`src/hdl/rdst_pkg.sv`:
```
// Shared types and constants for the reverse-delete spanning tree block.
// No dependencies.
package rdst_pkg;
   localparam int MAX_EDGES  = 64;
   localparam int VERT_SLOTS = 64;
   localparam int EIDX_W     = 6;
   localparam int ECNT_W     = 7;
   localparam int VIDX_W     = 6;
   localparam int VCNT_W     = 7;
   localparam int WEIGHT_W   = 16;

   typedef struct packed {
      logic [VIDX_W-1:0]          from_v;
      logic [VIDX_W-1:0]          to_v;
      logic signed [WEIGHT_W-1:0] weight;
   } edge_type;

   typedef enum logic [7:0] {
      ST_LOAD   = 8'b0000_0001,
      ST_PREP   = 8'b0000_0010,
      ST_TSEL   = 8'b0000_0100,
      ST_TEST   = 8'b0000_1000,
      ST_DECIDE = 8'b0001_0000,
      ST_OSEL   = 8'b0010_0000,
      ST_EMIT   = 8'b0100_0000,
      ST_NONE   = 8'b1000_0000
   } state_type;

   typedef struct packed {
      logic load;
      logic prep;
      logic start;
      logic run;
      logic sel;
      logic outsel;
      logic reach_init;
      logic decide;
      logic clr_done;
      logic emit;
      logic emit_none;
      logic finish;
   } cmd_type;

   typedef struct packed {
      logic sweep_done;
      logic found;
      logic changed;
      logic kept_zero;
      logic out_free;
   } status_type;
endpackage

```
`src/hdl/rdst_ctrl.sv`:
```
// Sequencer for load, trial deletion and emission phases.
// Depends on rdst_pkg.
module rdst_ctrl import rdst_pkg::*; (
   input  logic       clock,
   input  logic       reset,
   input  logic       req_valid,
   input  logic       req_last_edge,
   output logic       req_ready,
   input  status_type stat,
   output cmd_type    cmd
);
   state_type state_ff, state_in;

   always_ff @(posedge clock) begin
      if (reset) begin
         state_ff <= ST_LOAD;
      end else begin
         state_ff <= state_in;
      end
   end

   always_comb begin
      state_in  = state_ff;
      cmd       = '0;
      req_ready = 1'b0;
      unique case (state_ff)
         ST_LOAD: begin
            req_ready = 1'b1;
            cmd.load  = req_valid;
            if (req_valid && req_last_edge) state_in = ST_PREP;
         end
         ST_PREP: begin
            cmd.prep  = 1'b1;
            cmd.start = 1'b1;
            state_in  = ST_TSEL;
         end
         ST_TSEL: begin
            cmd.run = 1'b1;
            cmd.sel = 1'b1;
            if (stat.sweep_done) begin
               cmd.start = 1'b1;
               if (stat.found) begin
                  cmd.reach_init = 1'b1;
                  state_in = ST_TEST;
               end else begin
                  cmd.clr_done = 1'b1;
                  state_in = stat.kept_zero ? ST_NONE : ST_OSEL;
               end
            end
         end
         ST_TEST: begin
            cmd.run = 1'b1;
            if (stat.sweep_done) begin
               if (stat.changed) cmd.start = 1'b1;
               else state_in = ST_DECIDE;
            end
         end
         ST_DECIDE: begin
            cmd.decide = 1'b1;
            cmd.start  = 1'b1;
            state_in   = ST_TSEL;
         end
         ST_OSEL: begin
            cmd.run    = 1'b1;
            cmd.sel    = 1'b1;
            cmd.outsel = 1'b1;
            if (stat.sweep_done) begin
               if (stat.found) begin
                  state_in = ST_EMIT;
               end else begin
                  cmd.finish = 1'b1;
                  state_in = ST_LOAD;
               end
            end
         end
         ST_EMIT: begin
            if (stat.out_free) begin
               cmd.emit  = 1'b1;
               cmd.start = 1'b1;
               state_in  = ST_OSEL;
            end
         end
         ST_NONE: begin
            if (stat.out_free) begin
               cmd.emit_none = 1'b1;
               cmd.finish    = 1'b1;
               state_in      = ST_LOAD;
            end
         end
         default: state_in = ST_LOAD;
      endcase
   end
endmodule

```
`src/hdl/rdst_dpath.sv`:
```
// Edge store, sweep counter, selection, reachability and result register.
// Depends on rdst_pkg.
module rdst_dpath import rdst_pkg::*; (
   input  logic                       clock,
   input  logic                       reset,
   input  cmd_type                    cmd,
   output status_type                 stat,
   input  logic                       csr_wr_en,
   input  logic [VCNT_W-1:0]          csr_wr_data,
   input  logic [VIDX_W-1:0]          req_edge_from,
   input  logic [VIDX_W-1:0]          req_edge_to,
   input  logic signed [WEIGHT_W-1:0] req_edge_weight,
   input  logic                       rsp_ready,
   output logic                       rsp_valid,
   output logic [VIDX_W-1:0]          rsp_kept_from,
   output logic [VIDX_W-1:0]          rsp_kept_to,
   output logic signed [WEIGHT_W-1:0] rsp_kept_weight,
   output logic                       rsp_final_result,
   output logic                       rsp_none_kept,
   output logic                       rsp_input_error
);
   edge_type                mem [MAX_EDGES];
   edge_type                rd_ff, best_ff;
   logic [VCNT_W-1:0]       vcount_ff, n_eff;
   logic [ECNT_W-1:0]       cnt_ff, idx_ff, kept_ff, rem_ff;
   logic [EIDX_W-1:0]       pidx_ff, best_idx_ff;
   logic                    pval_ff, err_ff, found_ff, chg_ff, rsp_valid_ff;
   logic [MAX_EDGES-1:0]    alive_ff, done_ff;
   logic [VERT_SLOTS-1:0]   reach_ff, reach_in, vmask;
   logic                    wr_ok, rd_go, cand, take, tst, ra, rb, connected;

   assign n_eff = (vcount_ff > VCNT_W'(VERT_SLOTS)) ? VCNT_W'(VERT_SLOTS) : vcount_ff;
   assign wr_ok = (cnt_ff < ECNT_W'(MAX_EDGES)) && ({1'b0, req_edge_from} < n_eff)
                  && ({1'b0, req_edge_to} < n_eff);
   assign rd_go = cmd.run && (idx_ff < cnt_ff);

   assign cand = cmd.outsel ? (alive_ff[pidx_ff] && !done_ff[pidx_ff]) : !done_ff[pidx_ff];
   assign take = cmd.run && cmd.sel && pval_ff && cand
                 && (!found_ff || (rd_ff.weight > best_ff.weight));
   // trial edge is left out of the reachability sweep
   assign tst  = cmd.run && !cmd.sel && pval_ff && alive_ff[pidx_ff]
                 && (pidx_ff != best_idx_ff);
   assign ra   = reach_ff[rd_ff.from_v];
   assign rb   = reach_ff[rd_ff.to_v];

   always_comb begin
      reach_in = reach_ff;
      if (tst && (ra || rb)) begin
         reach_in[rd_ff.from_v] = 1'b1;
         reach_in[rd_ff.to_v]   = 1'b1;
      end
      for (int i = 0; i < VERT_SLOTS; i++) begin
         vmask[i] = (VCNT_W'(i) < n_eff);
      end
   end

   assign connected = (n_eff != '0) && ((reach_ff & vmask) == vmask);

   assign stat.sweep_done = (idx_ff == cnt_ff) && !pval_ff;
   assign stat.found      = found_ff;
   assign stat.changed    = chg_ff;
   assign stat.kept_zero  = (kept_ff == '0);
   assign stat.out_free   = !rsp_valid_ff || rsp_ready;

   // store write and registered sweep read
   always_ff @(posedge clock) begin
      if (cmd.load && wr_ok) begin
         mem[cnt_ff[EIDX_W-1:0]] <= '{req_edge_from, req_edge_to, req_edge_weight};
      end
      if (rd_go) begin
         rd_ff   <= mem[idx_ff[EIDX_W-1:0]];
         pidx_ff <= idx_ff[EIDX_W-1:0];
      end
      if (take) begin
         best_ff     <= rd_ff;
         best_idx_ff <= pidx_ff;
      end
      reach_ff <= cmd.reach_init ? {{(VERT_SLOTS-1){1'b0}}, 1'b1} : reach_in;
      if (cmd.emit) begin
         rsp_kept_from    <= best_ff.from_v;
         rsp_kept_to      <= best_ff.to_v;
         rsp_kept_weight  <= best_ff.weight;
         rsp_final_result <= (rem_ff == ECNT_W'(1));
         rsp_none_kept    <= 1'b0;
         rsp_input_error  <= err_ff;
      end else if (cmd.emit_none) begin
         rsp_kept_from    <= '0;
         rsp_kept_to      <= '0;
         rsp_kept_weight  <= '0;
         rsp_final_result <= 1'b1;
         rsp_none_kept    <= 1'b1;
         rsp_input_error  <= err_ff;
      end
   end

   always_ff @(posedge clock) begin
      if (reset) begin
         vcount_ff    <= VCNT_W'(1);
         cnt_ff       <= '0;
         err_ff       <= 1'b0;
         idx_ff       <= '0;
         pval_ff      <= 1'b0;
         found_ff     <= 1'b0;
         chg_ff       <= 1'b0;
         alive_ff     <= '0;
         done_ff      <= '0;
         kept_ff      <= '0;
         rem_ff       <= '0;
         rsp_valid_ff <= 1'b0;
      end else begin
         if (csr_wr_en) vcount_ff <= csr_wr_data;
         if (cmd.load) begin
            if (wr_ok) cnt_ff <= cnt_ff + ECNT_W'(1);
            else err_ff <= 1'b1;
         end
         if (cmd.run && !cmd.start) begin
            pval_ff <= rd_go;
            if (rd_go) idx_ff <= idx_ff + ECNT_W'(1);
         end
         if (take) found_ff <= 1'b1;
         if (tst && (ra != rb)) chg_ff <= 1'b1;
         if (cmd.prep) begin
            alive_ff <= '1;
            done_ff  <= '0;
            kept_ff  <= cnt_ff;
         end
         if (cmd.decide) begin
            done_ff[best_idx_ff] <= 1'b1;
            if (connected) begin
               alive_ff[best_idx_ff] <= 1'b0;
               kept_ff <= kept_ff - ECNT_W'(1);
            end
         end
         if (cmd.emit) begin
            done_ff[best_idx_ff] <= 1'b1;
            rem_ff <= rem_ff - ECNT_W'(1);
         end
         if (cmd.clr_done) begin
            done_ff <= '0;
            rem_ff  <= kept_ff;
         end
         if (cmd.start) begin
            idx_ff   <= '0;
            pval_ff  <= 1'b0;
            found_ff <= 1'b0;
            chg_ff   <= 1'b0;
         end
         if (cmd.finish) begin
            cnt_ff <= '0;
            err_ff <= 1'b0;
         end
         if (cmd.emit || cmd.emit_none) rsp_valid_ff <= 1'b1;
         else if (rsp_ready) rsp_valid_ff <= 1'b0;
      end
   end

   assign rsp_valid = rsp_valid_ff;
endmodule

```
`src/hdl/reverse_delete_spanning_tree_top.sv`:
```
// Load: one edge beat per cycle. After the last edge (V vertices): a setup step; per edge a
// selection sweep, up to V reachability sweeps and a decision step; an empty selection sweep;
// then per kept result a selection sweep and an emission with the result side ready, and a
// closing sweep (a single none-kept result instead if none is kept); input stalls.
// Synchronous active-high reset: vertex count 1, edge count and error flag cleared.
// Top level: joins rdst_ctrl and rdst_dpath; depends on rdst_pkg.
module reverse_delete_spanning_tree_top import rdst_pkg::*; (
   input  logic                       clock,
   input  logic                       reset,
   input  logic                       csr_wr_en,
   input  logic [VCNT_W-1:0]          csr_wr_data,
   input  logic                       req_valid,
   output logic                       req_ready,
   input  logic [VIDX_W-1:0]          req_edge_from,
   input  logic [VIDX_W-1:0]          req_edge_to,
   input  logic signed [WEIGHT_W-1:0] req_edge_weight,
   input  logic                       req_last_edge,
   output logic                       rsp_valid,
   input  logic                       rsp_ready,
   output logic [VIDX_W-1:0]          rsp_kept_from,
   output logic [VIDX_W-1:0]          rsp_kept_to,
   output logic signed [WEIGHT_W-1:0] rsp_kept_weight,
   output logic                       rsp_final_result,
   output logic                       rsp_none_kept,
   output logic                       rsp_input_error
);
   cmd_type    cmd;
   status_type stat;

   rdst_ctrl u_ctrl (
      .clock         (clock),
      .reset         (reset),
      .req_valid     (req_valid),
      .req_last_edge (req_last_edge),
      .req_ready     (req_ready),
      .stat          (stat),
      .cmd           (cmd)
   );

   rdst_dpath u_dpath (
      .clock            (clock),
      .reset            (reset),
      .cmd              (cmd),
      .stat             (stat),
      .csr_wr_en        (csr_wr_en),
      .csr_wr_data      (csr_wr_data),
      .req_edge_from    (req_edge_from),
      .req_edge_to      (req_edge_to),
      .req_edge_weight  (req_edge_weight),
      .rsp_ready        (rsp_ready),
      .rsp_valid        (rsp_valid),
      .rsp_kept_from    (rsp_kept_from),
      .rsp_kept_to      (rsp_kept_to),
      .rsp_kept_weight  (rsp_kept_weight),
      .rsp_final_result (rsp_final_result),
      .rsp_none_kept    (rsp_none_kept),
      .rsp_input_error  (rsp_input_error)
   );
endmodule

```
`config.mk`:
```
export PLATFORM = sky130hd
export DESIGN_NAME = reverse_delete_spanning_tree_top
export DESIGN_NICKNAME = d
export VERILOG_FILES = /design/src/hdl/rdst_pkg.sv /design/src/hdl/rdst_ctrl.sv /design/src/hdl/rdst_dpath.sv /design/src/hdl/reverse_delete_spanning_tree_top.sv
export SDC_FILE = /design/constraint.sdc
export NUM_CORES = 2
export LEC_CHECK = 0
export BUFFER_PORTS_ARGS = -buffer_cell sky130_fd_sc_hd__buf_2
export CAP_MARGIN = 5
export CORE_MARGIN = 2
export CORE_UTILIZATION = 25
export CTS_CLUSTER_DIAMETER = 30
export CTS_CLUSTER_SIZE = 40
export DETAILED_ROUTE_END_ITERATION = 10
export RECOVER_POWER = 25
export SKIP_LAST_GASP = 1
export SLEW_MARGIN = 25
export SYNTH_ARGS = -nofsm -noshare
export SYNTH_HDL_FRONTEND = slang
export SYNTH_SLANG_ARGS = --single-unit
```
`constraint.sdc`:
```
create_clock -name clock -period 12.4 [get_ports clock]
set_input_delay 0.62 -clock clock [delete_from_list [all_inputs] [get_ports clock]]
set_output_delay 0.62 -clock clock [all_outputs]
set_load 0.01 [all_outputs]
```
==> impl_metrics.tcl <==
set metrics [dict create \
    outcome "finished with violations" \
    violations "capacitance limit, slew limit" \
    synth_seq_cells 2131 \
    cts_hold_buf 0 \
    rsz0062_at_grt "false" \
    grt_pass1_wl_um 343000 \
    crit_chain "clkbuf_1 -> clkbuf_1 -> ha_1 -> a21oi_1 -> o21ai_0 -> a221o_1 -> a211oi_2 -> buf_4 -> and2_1 -> nand3_1 -> buf_4 -> nor2_4 -> buf_16" \
    syn2layout_area_growth_pct 24.4 \
    ctsResizeCount 0 \
    utilization_pct 31.2 \
    clk_pin_slew_worst_paths_ns 0.05 \
    drt_first_pass_iters 6 \
    power.density_nw_per_um2 180 \
    gp_congestion 0.867 \
    slew_headroom_pct -173 \
    overflow 0 \
    slew_viol_final 1332 \
    clockBufferDepth 4 \
    path_class "in -> reg" \
    fin_crit_ns 6.21 \
    p_leak_nw 32.2 \
    synth_common_cells "edfxtp_1, mux4_2, nor2_1" \
    hold_viol 0 \
    syn-num-nets 4375 \
    drc_errors 0 \
    netlist-cell-type-count 74 \
    fillers 32100 \
    whs_ns 0.0713 \
    yosysTopAreaCell "edfxtp_1" \
    min_delay_path_depth 3 \
    synth_top_area_share_pct 67.3 \
    hp-class "in -> reg" \
    grt_pass1_vias 45200 \
    cp.arrival_ns 6.74 \
    setup_violations 0 \
    grt_max_degree 98 \
    ir_worst_vdd_mv 0.152 \
    die_area_um2 342000 \
    ios 74 \
    dpl_cell_area_um2 91300 \
    htreeDepth 5 \
    synth_edf_count 1890 \
    portBuffers 73 \
    crit_family "buffers and inverters" \
    drt_iter0_drc 6142 \
    clk_latency_ns 0.90 \
    viasPerCell 4.87 \
    initial_core_util_pct 25.1 \
    setup_tns_ns 0 \
    synth_area_leaders "edfxtp_1, mux4_2, dfxtp_1" \
    timing.critical_path.buf_inv 5 \
    nets 4680 \
    finalCritPeriodShare_pct 50.1 \
    routed-via-count 46000 \
    yosys_warnings 0 \
    synth.most_common_cell "edfxtp_1" \
    syn_avg_cell_area_um2 19.6 \
    synth_flop_cell "edfxtp_1" \
    antenna_found_initial 27 \
    dp_hpwl_um 149000 \
    die_y_um 585 \
    coreArea_um2 336000 \
    finalWirelength_um 241000 \
    die_x_um 585 \
    total_power_mw 18.9 \
    finClkSkew_ns 0.0966 \
    num_rows 213 \
    fin_ws_ns 6.19 \
    r2r_cells 6 \
    cts_sinks 2131 \
    postRouteAntennaNets 0 \
    dp.cells 8714 \
    crit_slowest_cell "clkbuf_1" \
    stdcell_count 9455 \
    cts_tree "built" \
    ys_seq_area_share_pct 73.0 \
    cp.depth 13 \
    ys_async_sr_fraction_pct 0 \
    tightest_slew_ns 4.10 \
    syn_inst 4295 \
    critPathRequiredTime_ns 12.93 \
    cts_buffers 382 \
    grt_usage_pct 13.7 \
    root_buffer "clkbuf_16" \
    netlist_area_um2 84400 \
    worst_setup_path_end_kind "flop" \
    fmax_mhz 161 \
    fin_area_um2 105000 \
    cts_setup_buffers 0 \
    wl_per_cell_um 25.5 \
    worst_setup_path_start_kind "input port" \
    layout-drive-gt1-share_pct 31.0 \
    max_cap_viol_count 23 \
    critPathMaxFanout 65 \
    dpl_worst_slack_ns 6.99 \
    max_stage_delay_ns 2.44 \
]
worst reg2reg max path, cell delays in order (launching register included):
cell	delay [ns]
dfxtp_4	0.81
buf_12	0.71
buf_4	0.81
buf_4	0.83
mux4_2	0.67
mux4_2	0.60
mux4_2	0.52
routing by layer:
| metal | global-route usage (%) | share of wire (%) |
|---|---|---|
| met5 | 0 | 0.018 |
| met3 | 2.71 | 8.7 |
| met1 | 18.9 | 41 |
| met2 | 21.6 | 47 |
| met4 | 4.73 | 3.4 |
sequential cells by signal (all words and copies together) (netlist names), 6 cells and up:
name / cells
u_ctrl.state_ff: 8
u_dpath.alive_ff: 64
u_dpath.best_ff: 28
u_dpath.best_idx_ff: 6
u_dpath.cnt_ff: 7
u_dpath.done_ff: 64
u_dpath.idx_ff: 7
u_dpath.kept_ff: 7
u_dpath.mem: 1792
u_dpath.pidx_ff: 6
u_dpath.rd_ff: 28
u_dpath.reach_ff: 64
u_dpath.rem_ff: 7
u_dpath.rsp_kept_from: 6
u_dpath.rsp_kept_to: 6
u_dpath.rsp_kept_weight: 16
u_dpath.vcount_ff: 7
power breakdown:
| group | switching [mW] | total (mW) | internal (mW) |
|---|---|---|---|
| clock | 3.69 | 10.6 | 6.87 |
| sequential | 0.0320 | 7.90 | 7.87 |
| combinational | 0.329 | 0.465 | 0.136 |
| total | 4.05 | 18.9 | 14.9 |
cell type report:
class                      instances  area (um2)  share of cell area [%]
inverter                          40         153                   0.145
clock buffer                     443        9970                    9.50
sequential                      2131       61600                    58.7
timing repair buffer             204        2200                    2.10
antenna                           14        35.0                  0.0334
multi-input combinational       1841       22100                    21.0
clock inverter                   267        3240                    3.09
tap                             4515        5650                    5.38
cells by family after synthesis:
group	count (synthesis)	share of synthesized area [%]
flip-flops	2131	73.0
multiplexers	638	17.0
AND/OR/NAND/NOR	574	3.36
AO/OA/AOI/OAI	571	4.38
buffers and inverters	323	1.52
adder cells (fa/ha/maj)	40	0.590
XOR/XNOR	18	0.187
final timing paths:
check,end,start,slack (ns)
setup / recovery,u_dpath.mem[3][17],req_edge_to[2],6.19
hold / removal,u_dpath.vcount_ff[5],csr_wr_data[5],0.07
setup reg to reg,u_dpath.rd_ff[27],u_dpath.idx_ff[0],7.18
hold reg to reg,u_dpath.rsp_input_error,u_dpath.err_ff,0.45
layout by cell type, fill, tap and decap left out, drive strengths merged, types with 12 or more instances in the layout:
| cell | synthesis | routed |
|---|---|---|
| a21o | 12 | 12 |
| a21oi | 128 | 128 |
| a221oi | 17 | 17 |
| a22o | 33 | 33 |
| a22oi | 100 | 100 |
| a31oi | 84 | 84 |
| and2 | 19 | 19 |
| buf | 96 | 176 |
| bufinv | 0 | 50 |
| clkbuf | 187 | 471 |
| clkinv | 2 | 129 |
| clkinvlp | 0 | 47 |
| dfxtp | 241 | 241 |
| diode | 0 | 14 |
| edfxtp | 1890 | 1890 |
| ha | 39 | 39 |
| inv | 38 | 81 |
| mux4 | 629 | 629 |
| nand2 | 62 | 62 |
| nand3 | 39 | 39 |
| nand4 | 13 | 13 |
| nor2 | 272 | 272 |
| nor2b | 12 | 12 |
| nor3 | 41 | 41 |
| nor3b | 21 | 21 |
| o21ai | 89 | 89 |
| o22ai | 53 | 53 |
Power figures use the tool's default switching activity.
